`src/hw/rtl/zero_padded_2d_convolution_defines.svh`:
```
// Assertion macros for the zero padded 2D convolution block.
// Used by the top level; expects clk and arst_n in scope.
`ifndef ZERO_PADDED_2D_CONVOLUTION_DEFINES_SVH
`define ZERO_PADDED_2D_CONVOLUTION_DEFINES_SVH

// same-cycle implication
`define ZPC_ASSERT_SAME(lbl, ante, cons) \
	lbl: assert property (@(posedge clk) disable iff (!arst_n) (ante) |-> (cons)) \
		else $error("zpc assertion failed");

// next-cycle implication
`define ZPC_ASSERT_NEXT(lbl, ante, cons) \
	lbl: assert property (@(posedge clk) disable iff (!arst_n) (ante) |=> (cons)) \
		else $error("zpc assertion failed");

`endif

```
`src/hw/rtl/zpc_pkg.sv`:
```
// Shared constants and controller/datapath interface types for the
// zero padded 2D convolution block. No dependencies.
`timescale 1ns / 1ps
`default_nettype none

package zpc_pkg;
	localparam int MAX_WIDTH  = 1024;
	localparam int MAX_HEIGHT = 4096;
	localparam int MAX_RADIUS = 3;
	localparam int SLOTS      = 2 * MAX_RADIUS + 1;
	localparam int KTAPS      = SLOTS * SLOTS;
	localparam int LS_DEPTH   = SLOTS * MAX_WIDTH;
	localparam int LS_AW      = $clog2(LS_DEPTH);
	localparam int SLOT_W     = $clog2(SLOTS);
	localparam int KOFF_W     = $clog2(SLOTS);
	localparam int KIDX_W     = 6;
	localparam int COL_W      = 10;
	localparam int ROW_W      = 12;
	localparam int WID_W      = 11;
	localparam int HGT_W      = 13;
	localparam int RAD_W      = 2;
	localparam int POS_W      = 14;
	localparam int PIX_W      = 16;
	localparam int COEF_W     = 18;
	localparam int PROD_W     = PIX_W + COEF_W;
	localparam int ACC_W      = 39;
	localparam int CFG_IDX_W  = 2;
	localparam int CFG_DATA_W = 13;

	localparam logic [CFG_IDX_W-1:0] REG_WIDTH  = 2'd0;
	localparam logic [CFG_IDX_W-1:0] REG_HEIGHT = 2'd1;
	localparam logic [CFG_IDX_W-1:0] REG_RADIUS = 2'd2;

	localparam logic ACT_COEF  = 1'b0;
	localparam logic ACT_PIXEL = 1'b1;

	typedef struct packed {
		logic tap_issue;
		logic out_load;
	} cmd_t;

	typedef struct packed {
		logic win_any;
		logic tap_last;
		logic acc_done;
		logic out_free;
		logic win_last;
	} status_t;
endpackage

`default_nettype wire

```
`src/hw/rtl/zpc_ctrl.sv`:
```
// Controller state machine: sequences taps and output windows.
// Depends on zpc_pkg.
`timescale 1ns / 1ps
`default_nettype none

module zpc_ctrl (
	input  wire                 clk,
	input  wire                 arst_n,
	input  wire                 in_accept,
	input  wire                 action,
	input  zpc_pkg::status_t    status,
	output zpc_pkg::cmd_t       cmd,
	output logic                idle
);
	typedef enum logic [1:0] {ST_IDLE, ST_TAP, ST_WAIT} state_t;
	state_t state_q;

	always_ff @(posedge clk or negedge arst_n) begin
		if (!arst_n) begin
			state_q <= ST_IDLE;
		end else begin
			unique case (state_q)
				ST_IDLE: begin
					if (in_accept && action == zpc_pkg::ACT_PIXEL && status.win_any)
						state_q <= ST_TAP;
				end
				ST_TAP: begin
					if (status.tap_last) state_q <= ST_WAIT;
				end
				ST_WAIT: begin
					if (status.acc_done && status.out_free)
						state_q <= status.win_last ? ST_IDLE : ST_TAP;
				end
				default: state_q <= ST_IDLE;
			endcase
		end
	end

	always_comb begin
		cmd.tap_issue = (state_q == ST_TAP);
		cmd.out_load  = (state_q == ST_WAIT) && status.acc_done && status.out_free;
		idle          = (state_q == ST_IDLE);
	end
endmodule

`default_nettype wire

```
`config.mk`:
```
export PLATFORM = sky130hd
export DESIGN_NAME = zpc_ctrl
export DESIGN_NICKNAME = d
export VERILOG_FILES = /design/src/hw/rtl/zero_padded_2d_convolution_defines.svh /design/src/hw/rtl/zpc_pkg.sv /design/src/hw/rtl/zpc_ctrl.sv
export SDC_FILE = /design/constraint.sdc
export NUM_CORES = 1
export LEC_CHECK = 0
export ABC_AREA = 1
export BUFFER_PORTS_ARGS = -buffer_cell sky130_fd_sc_hd__buf_4
export CAP_MARGIN = 20
export CORE_AREA = 4 4 41 43
export DETAILED_ROUTE_END_ITERATION = 10
export DIE_AREA = 0 0 45 47
export PLACE_DENSITY = 0.31
export SLEW_MARGIN = 40
export SYNTH_ARGS = -nofsm -noshare
export SYNTH_HDL_FRONTEND = slang
export SYNTH_SLANG_ARGS = --single-unit
```
`constraint.sdc`:
```
create_clock -name clk -period 0.95 [get_ports clk]
set_input_delay 0.095 -clock clk [delete_from_list [all_inputs] [get_ports clk]]
set_output_delay 0.095 -clock clk [all_outputs]
set_load 0.02 [all_outputs]
```
After elaboration in Yosys (flattened, before gate mapping):

Cells that the tools add are included.
W data, S select, Z words.

* bits in read-only memories: 0
* bits of input ports: 9
* bits in registers: 2
* bits in latches: 0
* memories: 0
* memory bits (writable): 0

* shift-type cells: 0
* reduce and logical (&&, ||, !) cells: 7
* equal/unequal tests: 5
* $add $sub $neg: 0
* bitwise gates (word level): 0
* divide/modulo/power cells: 0
* $lt $le $gt $ge: 0
* multipliers: 0
* mux-type cells: 5

Operators with widths (count)
* $mux W2: 3
* $pmux W2 S3: 1
* $logic_and A1 B1 Y1: 5
* $ne A2 B2 Y1 const B: 2
* $reduce_and A3 Y1: 1
* $eq A2 B1 Y1 const B: 1
* $eq A2 B2 Y1 const B: 1
* $logic_not A2 Y1: 1
* $ne A2 B1 Y1 const B: 1
* $mux W1: 1

Logic depth before layout (Yosys ltp):

Gate-level depths: netlist of the first run.

* depth in word-level cells: 4
* depth in mapped cells: 4

Least setup slack after synthesis of the first run:

No wires, ideal clock.

* path type: register to register
* start: reg state_q[1]
* end: reg state_q[0]
* library setup time: 117 ps
* data arrival time: 934 ps
* period minus slack after synthesis: 1051 ps
* path slack: -101 ps
* data required time: 833 ps
* cell stages (with the launch flop): 5
* path buffers: 0
* path through: dfrtp_1 -> nor2_1 -> nand2_1 -> nand3_1 -> nand2_1

* longest elaborated chain between the ends: 3

RTL lines
* start, declared: RTL line zpc_ctrl.sv:16 `state_t state_q;`
* start signal, assigned: RTL line zpc_ctrl.sv:32 `state_q <= status.win_last ? ST_IDLE : ST_TAP;`
* $logic_not A2 Y1 *
* via idle: RTL line zpc_ctrl.sv:13 `output logic idle`
* $ne A2 B1 Y1 (no line)
* $reduce_and A3 Y1 (no line)

The timed path passes the listed nets; every way through them passes the cells marked *.
A chain may end at the register's enable or synchronous reset.

Worst setup path after layout of the first run:

* start: reg state_q[0]
* end: out idle

* longest elaborated chain between the ends: 1

RTL lines
* $logic_not A2 Y1: RTL line zpc_ctrl.sv:42 `idle = (state_q == ST_IDLE);`
* end, declared: RTL line zpc_ctrl.sv:13

Every way passes these cells.

==> results.json, run 1 <==
{
  "ios": 12,
  "die_area_um2": 2120,
  "cts_made_buffers": 3,
  "synth_xor_area_share_pct": 0,
  "maxSlewHeadroom_pct": 89.7,
  "antenna_found_initial": 0,
  "rsz0062_at_grt": "yes",
  "wl_per_cell_um": 8.43,
  "drt_pre_antenna_iters": 4,
  "area_growth_syn_to_layout_pct": 142,
  "path_max_fanout": 2,
  "critPathLaunchType": "flip-flop",
  "wirelength_um": 413,
  "cp-end-kind": "output pin",
  "required_ns": 0.85,
  "hold_viol_final": 0,
  "largest_register_ffs": 2,
  "synth_compound_area_share_pct": 4.35,
  "first_global_vias": 184,
  "post-route-period-util_pct": 111,
  "synthSimpleGateAreaFrac_pct": 45.7,
  "status": "finished with violations",
  "grt_pass1_wl_um": 683,
  "layout-drive-gt1-share_pct": 61.8,
  "fin_nets": 45,
  "grt_max_degree": 6,
  "reg_top3": "state_q: 2 flops",
  "vias": 169,
  "synth.avg_cell_area_um2": 6.40,
  "synth_cell_type_count": 6,
  "dp_hpwl_um": 340,
  "die_x_um": 45,
  "synthMuxAreaShare_pct": 0,
  "rows": 13,
  "fmax_mhz": 944,
  "coreArea_um2": 1300,
  "synth_top_area_share_pct": 43.5,
  "overflow": 0,
  "slew_violations": 0,
  "power.density_nw_per_um2": 3030,
  "start_util_pct": 8.85,
  "cts_buffer_depth": 2,
  "min_path_type": "input port to flip-flop",
  "globalplace.congestion": 0.649,
  "drt-initial-drc-count": 2,
  "path_class": "flip-flop to output pin",
  "p_leak_nw": 0.145,
  "arrival_ns": 0.96,
  "violations": "setup timing",
  "dieHeight_um": 47,
  "antenna_cells": 0,
  "cts_sinks": 2,
  "seq_area_frac_synth_pct": 43.5,
  "finClkSkew_ns": 0.00397,
  "postLayoutCellArea_um2": 279,
  "detail-route-antenna-nets": 0,
  "fin_util_pct": 21.4,
  "htreeDepth": 1,
  "timing.hold.ws_ns": 0.0793,
  "synth_fa_ha_area_share_pct": 0,
  "top_register": "state_q",
  "place.port_buffers": 11,
  "synth.largest_area_cell": "dfrtp_1",
  "cts_root_buf": "clkbuf_4",
  "syn_inst": 18,
  "viasPerCell": 3.45,
  "track_usage_pct": 5.13,
  "path_clk_slew_ns": 0.03,
  "final-setup-viol-count": 3,
  "synth_top_family_by_area": "simple AND/OR/NAND/NOR gates",
  "timing.max_cap.violations": 0,
  "ys_seq_elements": 2,
  "total_power_w": 0.000846,
  "drc": 0,
  "tightest_slew_ns": 0.155,
  "cts_tree": "done",
  "synth.yosys.warnings": 0,
  "setup_slack_ns": -0.109,
  "vdd_drop_max_mv": 0.808,
  "synthTopCellsByArea": "dfrtp_1, nand2_1, nand3_1",
  "synth_nets": 27,
  "netlist_area_um2": 115,
  "clk_latency_ns": 0.22,
  "fin_crit_ns": 1.06,
  "placed_area_um2": 226
}
## critical path, stage by stage (launching register included)
cell and delay (ns):
dfrtp_1 0.38, buf_4 0.15, nor2_4 0.09, buf_6 0.12
## area by class of cell
class | count | area, um2
timing repair buffer | 13 | 104
multi-input combinational | 14 | 75.1
clock buffer | 3 | 22.5
fill | 153 | 1020
inverter | 2 | 7.51
sequential | 2 | 51.3
tap | 15 | 18.8
## through the flow
stage                     worst slack (ns)  TNS [ns]  std cells
after floorplan                     0.0209         0         18
after global placement              0.0424         0         44
after detailed placement            0.0249         0         44
after CTS                           -0.116    -0.343         49
after global routing                -0.180    -0.533         49
final                               -0.109    -0.317         49
## synth_stat cells
cell type,count
inv_1,2
nand3_1,3
nor2_1,3
a21oi_1,1
nand2_1,7
dfrtp_1,2
## power breakdown
part | internal, W | total [W] | leakage [nW] | switching [W]
combinational | 0.000227 | 0.000474 | 0.108 | 0.000247
sequential | 0.000133 | 0.000186 | 0.0238 | 0.0000534
clock | 0.000139 | 0.000185 | 0.0138 | 0.0000461
## worst paths after layout
path / startpoint / end / slack [ns] / cells after the start
min in group asynchronous: arst_n / state_q[1] / 0.19 / 2
setup / recovery: state_q[0] / idle / -0.11 / 3
setup reg to reg: state_q[0] / state_q[0] / 0.06 / 5
hold reg to reg: state_q[1] / state_q[1] / 0.61 / 3
hold / removal: status[3] / state_q[1] / 0.08 / 3
max in group asynchronous: arst_n / state_q[1] / 0.66 / 2
## repair_timing
item                       CTS  global route
gates resized for setup      3             2
hold buffers                 1             0
hold endpoints to repair     2             0
pin swaps                    1             0
buffers inserted             1             0
setup endpoints to repair    3             4
## kinds of logic after synthesis
kind of cell	Yosys count
flip-flops	2
AND/OR/NAND/NOR	13
AO/OA/AOI/OAI	1
buffers and inverters	2
## layout by cell type, fill, tap and decap left out, drive strengths merged
cell type,count
a21oi,1
buf,12
clkbuf,3
dfrtp,2
dlygate4sd3,1
inv,2
nand2,7
nand3,3
nor2,3
## metal layers
metal / vias up / global-route usage [%] / wire length [um]
met5: - / 0 / 0
met2: 11 / 6.78 / 171
met3: 0 / 2.30 / 72
li1: 89 / - / -
met1: 69 / 4.52 / 168
met4: 0 / 8.77 / 0
No activity file was read; power rests on OpenSTA's default activity.
==> run 2, diff against run 1 <==
--- a/config.mk
+++ b/config.mk
@@ -8,10 +8,11 @@
 export ABC_AREA = 1
 export BUFFER_PORTS_ARGS = -buffer_cell sky130_fd_sc_hd__buf_4
 export CAP_MARGIN = 20
-export CORE_AREA = 4 4 41 43
+export CORE_AREA = 2 2 39 41
+export CTS_BUF_LIST = sky130_fd_sc_hd__clkbuf_8 sky130_fd_sc_hd__clkbuf_16
 export DETAILED_ROUTE_END_ITERATION = 10
-export DIE_AREA = 0 0 45 47
-export PLACE_DENSITY = 0.31
+export DIE_AREA = 0 0 41 43
+export PLACE_DENSITY = 0.38
 export SLEW_MARGIN = 40
 export SYNTH_ARGS = -nofsm -noshare
 export SYNTH_HDL_FRONTEND = slang
==> results.json, run 2 (synthesized netlist as in run 1, its figures left out) <==
{
  "switching_share_pct": 35.2,
  "reg_top3": "state_q: 2 flops",
  "vdd_drop_max_mv": 0.801,
  "drc": 0,
  "place.port_buffers": 11,
  "path_clk_slew_ns": 0.03,
  "viasPerCell": 3.31,
  "finClkSkew_ns": 0.00354,
  "fmax_mhz": 959,
  "timing.max_cap.violations": 0,
  "dieHeight_um": 43,
  "area_growth_syn_to_layout_pct": 160,
  "status": "finished with violations",
  "rsz0062_at_grt": "yes",
  "seqPwrFrac_pct": 19.2,
  "hold_viol_final": 0,
  "cts_sinks": 2,
  "slew_violations": 0,
  "cp-end-kind": "output pin",
  "first_global_vias": 172,
  "final_cell_mix": "buf_4, nand2_1, nand3_1, clkbuf_8",
  "placed_area_um2": 228,
  "path_class": "flip-flop to output pin",
  "combPwrFrac_pct": 46.5,
  "p_leak_nw": 0.156,
  "required_ns": 0.85,
  "power.internal_w": 0.000640,
  "critPathLaunchType": "flip-flop",
  "htreeDepth": 1,
  "fin_nets": 46,
  "setup_slack_ns": -0.0923,
  "tightest_slew_ns": 0.132,
  "cts_root_buf": "clkbuf_8",
  "die_area_um2": 1760,
  "fin_setup_tns_ns": -0.265,
  "drt_pre_antenna_iters": 1,
  "arrival_ns": 0.95,
  "wirelength_um": 356,
  "cts_made_buffers": 3,
  "overflow": 0,
  "min_path_type": "input port to flip-flop",
  "vias": 169,
  "largest_register_ffs": 2,
  "power.density_nw_per_um2": 3300,
  "violations": "setup timing",
  "track_usage_pct": 5.92,
  "ios": 12,
  "layout-drive-gt1-share_pct": 57.1,
  "detail-route-antenna-nets": 0,
  "place_ws_ns": 0.0511,
  "grt_max_degree": 6,
  "start_util_pct": 8.32,
  "fin_crit_ns": 1.04,
  "antenna_cells": 0,
  "maxSlewHeadroom_pct": 91.2,
  "path_max_fanout": 3,
  "p_sw_w": 0.000348,
  "globalplace.congestion": 0.650,
  "postLayoutCellArea_um2": 299,
  "die_x_um": 41,
  "clk_latency_ns": 0.21,
  "cts_buffer_depth": 2,
  "grt_pass1_wl_um": 586,
  "top_register": "state_q",
  "layout_commonest_cell": "buf_4",
  "wl_per_cell_um": 6.98,
  "final-setup-viol-count": 3,
  "rows": 14,
  "drt-initial-drc-count": 0,
  "post-route-period-util_pct": 110,
  "antenna_found_initial": 0,
  "total_power_w": 0.000988,
  "coreArea_um2": 1380,
  "cts_tree": "done",
  "p_clk_share_pct": 34.3
}
[run 2: cell types whose count changed in the layout (fill, tap and decap cells not counted), sizes merged]
cell  change
buf       +1
[run 2: stage by stage]
step,std cells,util (%),hold slack [ns]
finish,51,21.6,0.0977
global route,51,21.6,0.107
CTS,50,21.1,0.0971
detailed placement,45,16.5,-0.119
global placement,45,16.5,-0.120
floorplan,18,-,-0.201
[run 2: path summary, 6_finish.rpt]
kind / startpoint / endpoint / slack, ns / cells after the start
min reg2reg: state_q[1] / state_q[0] / 0.60 / 3
min: status[3] / state_q[1] / 0.1 / 3
max: state_q[0] / idle / -0.09 / 3
min in group asynchronous: arst_n / state_q[0] / 0.20 / 2
max in group asynchronous: arst_n / state_q[1] / 0.65 / 2
max reg2reg: state_q[0] / state_q[0] / 0.05 / 5
[run 2: power by group through the flow]
stage	sequential (W)	clock, W	combinational [W]
after detailed placement	0.000196	0	0.000369
after global routing	0.000196	0.000366	0.000504
final	0.000190	0.000339	0.000459
after CTS	0.000191	0.000353	0.000439
after floorplan	0.000186	0	0.000234
after global placement	0.000196	0	0.000371
[run 2: metal layers]
layer	up-vias	GRT usage [%]	share of wire, %
li1	91	-	-
met1	72	4.18	37
met2	6	7.81	50
met3	0	6.28	13
met4	0	6.00	0
met5	-	0	0
[run 2: what timing repair did]
item / CTS / global route
hold endpoints to repair: 2 / 0
hold buffers: 1 / 0
pin swaps: 1 / 0
setup buffers: 1 / 1
gates resized for setup: 3 / 0
setup endpoints to repair: 3 / 4
[run 2: area by class of cell]
cell class | instances | area, um2
well taps | 16 | 20.0
fillers | 162 | 1080
repair buffers | 14 | 111
multi-input cells | 14 | 67.6
flip-flops and latches | 2 | 51.3
inverters | 2 | 7.51
clock buffers | 3 | 41.3
[run 2: worst max-delay path: stages, from the launching register on]
cell,delay (ns)
dfrtp_1,0.39
buf_4,0.15
nor2_4,0.08
buf_6,0.12
==> run 3, diff against run 2 <==
--- a/config.mk
+++ b/config.mk
@@ -10,9 +10,11 @@
 export CAP_MARGIN = 20
 export CORE_AREA = 2 2 39 41
 export CTS_BUF_LIST = sky130_fd_sc_hd__clkbuf_8 sky130_fd_sc_hd__clkbuf_16
+export CTS_CLUSTER_SIZE = 8
 export DETAILED_ROUTE_END_ITERATION = 10
 export DIE_AREA = 0 0 41 43
 export PLACE_DENSITY = 0.38
+export SETUP_SLACK_MARGIN = 0.2
 export SLEW_MARGIN = 40
 export SYNTH_ARGS = -nofsm -noshare
 export SYNTH_HDL_FRONTEND = slang
==> results.json, run 3 (synthesized netlist as in run 1, its figures left out) <==
{
  "path_max_fanout": 3,
  "fmax_mhz": 965,
  "layout_commonest_cell": "buf_4",
  "detail-route-antenna-nets": 0,
  "antenna_cells": 0,
  "critPathMaxStageDelay_ns": 0.37,
  "post-route-period-util_pct": 109,
  "dp_hpwl_um": 338,
  "area_growth_syn_to_layout_pct": 218,
  "track_usage_pct": 7.12,
  "fin_crit_ns": 1.04,
  "hold_viol_final": 0,
  "vdd_drop_max_mv": 0.691,
  "wl_per_cell_um": 8.67,
  "fillers": 160,
  "critical-path-top-delay-family": "flip-flops",
  "dp_cells": 45,
  "fin_setup_tns_ns": -0.241,
  "status": "finished with violations",
  "grt_max_degree": 5,
  "cts_buffer_depth": 2,
  "min_path_type": "input port to flip-flop",
  "antenna_found_initial": 0,
  "clk_latency_ns": 0.22,
  "slowest_stage": "dfrtp_1",
  "cts_made_buffers": 3,
  "cts_root_buf": "clkbuf_8",
  "timing.hold.ws_ns": 0.0829,
  "viasPerCell": 3.56,
  "finClkSkew_ns": 0.00644,
  "die_area_um2": 1760,
  "power.density_nw_per_um2": 3390,
  "wirelength_um": 477,
  "required_ns": 0.85,
  "setup_slack_ns": -0.0861,
  "htreeDepth": 1,
  "largest_register_ffs": 2,
  "path_clk_slew_ns": 0.03,
  "path_buf_inv": 2,
  "cts_tree": "done",
  "violations": "setup timing",
  "rsz0062_at_grt": "yes",
  "layout-drive-gt1-share_pct": 74.4,
  "drt-initial-drc-count": 3,
  "overflow": 0,
  "start_util_pct": 8.32,
  "first_global_vias": 183,
  "cts_sinks": 2,
  "final-setup-viol-count": 4,
  "ios": 12,
  "crit_chain": "inv_2, nand2_2, nor2_4, buf_6",
  "dieHeight_um": 43,
  "globalplace.congestion": 0.638,
  "critPathLaunchType": "flip-flop",
  "die_x_um": 41,
  "vias": 196,
  "cp-end-kind": "output pin",
  "path_class": "flip-flop to output pin",
  "place.port_buffers": 11,
  "postLayoutCellArea_um2": 367,
  "top_register": "state_q",
  "placed_area_um2": 241,
  "maxSlewHeadroom_pct": 90.3,
  "grt_pass1_wl_um": 731,
  "timing.max_cap.violations": 0,
  "reg_top3": "state_q: 2 flops",
  "final_cell_mix": "buf_4, nand2_1, buf_6",
  "tightest_slew_ns": 0.145,
  "drc": 0,
  "p_leak_nw": 0.184,
  "final_cells": 55,
  "fin_nets": 49,
  "rows": 14,
  "drt_pre_antenna_iters": 2,
  "coreArea_um2": 1380,
  "slew_violations": 0,
  "arrival_ns": 0.94
}
run 3: changes by cell type in the layout (fill, tap and decap cells not counted):
cell / change
nand2_2: +3
nand3_1: -2
nor2_1: -1
nand3_2: +2
nor2_2: -1
nand2_1: -3
buf_6: +3
nor2_4: +2
inv_1: +1
run 3: path summary, 6_finish.rpt:
check | start | end | slack, ns | depth (start not counted)
max reg2reg | state_q[1] | state_q[0] | -0.02 | 4
min | status[3] | state_q[1] | 0.08 | 3
min in group asynchronous | arst_n | state_q[1] | 0.21 | 2
min reg2reg | state_q[0] | state_q[0] | 0.66 | 4
max | state_q[0] | cmd[0] | -0.09 | 4
max in group asynchronous | arst_n | state_q[1] | 0.64 | 2
run 3: what timing repair did:
action	4_1_cts	5_1_grt
setup endpoints to repair	5	5
gates cloned	0	0
hold buffers	1	0
resized for setup	4	5
pin swaps	2	1
buffers inserted	4	1
hold endpoints to repair	2	0
run 3: metrics by stage:
step / power, W / utilization, % / setup WS [ns]
CTS: 0.00116 / 24.6 / -0.0911
detailed placement: 0.000615 / 17.5 / 0.0432
finish: 0.00124 / 26.5 / -0.0861
floorplan: 0.000467 / - / 0.0741
global placement: 0.000617 / 17.5 / 0.0457
global route: 0.00134 / 26.5 / -0.145
run 3: per-layer routing:
layer  share of wire [%]  global-route usage [%]  vias up
met2                  36                    6.88       14
li1                    -                       -       99
met1                  39                    8.01       81
met3                  19                    4.71        2
met4                 4.4                    10.0        0
met5                   0                       0        -
run 3: layout make-up:
class,instances,area (um2),area share (%)
sequential,2,51.3,14.0
multi-input combinational,14,97.6,26.6
inverter,2,7.51,2.05
tap,16,20.0,5.46
timing repair buffer,17,145,39.6
clock inverter,1,3.75,1.02
clock buffer,3,41.3,11.3
run 3: report_power, final:
group	total (W)	switching (W)	internal (W)
Clock	0.000350	0.0000758	0.000274
Sequential	0.000191	0.0000577	0.000133
Combinational	0.000703	0.000318	0.000385
Total	0.00124	0.000451	0.000792
run 3: worst register-to-register path, cell delays in order (launching register included):
cell,delay (ns)
dfrtp_2,0.44
buf_4,0.16
a21oi_1,0.16
nand3_2,0.09
nand2_1,0.05
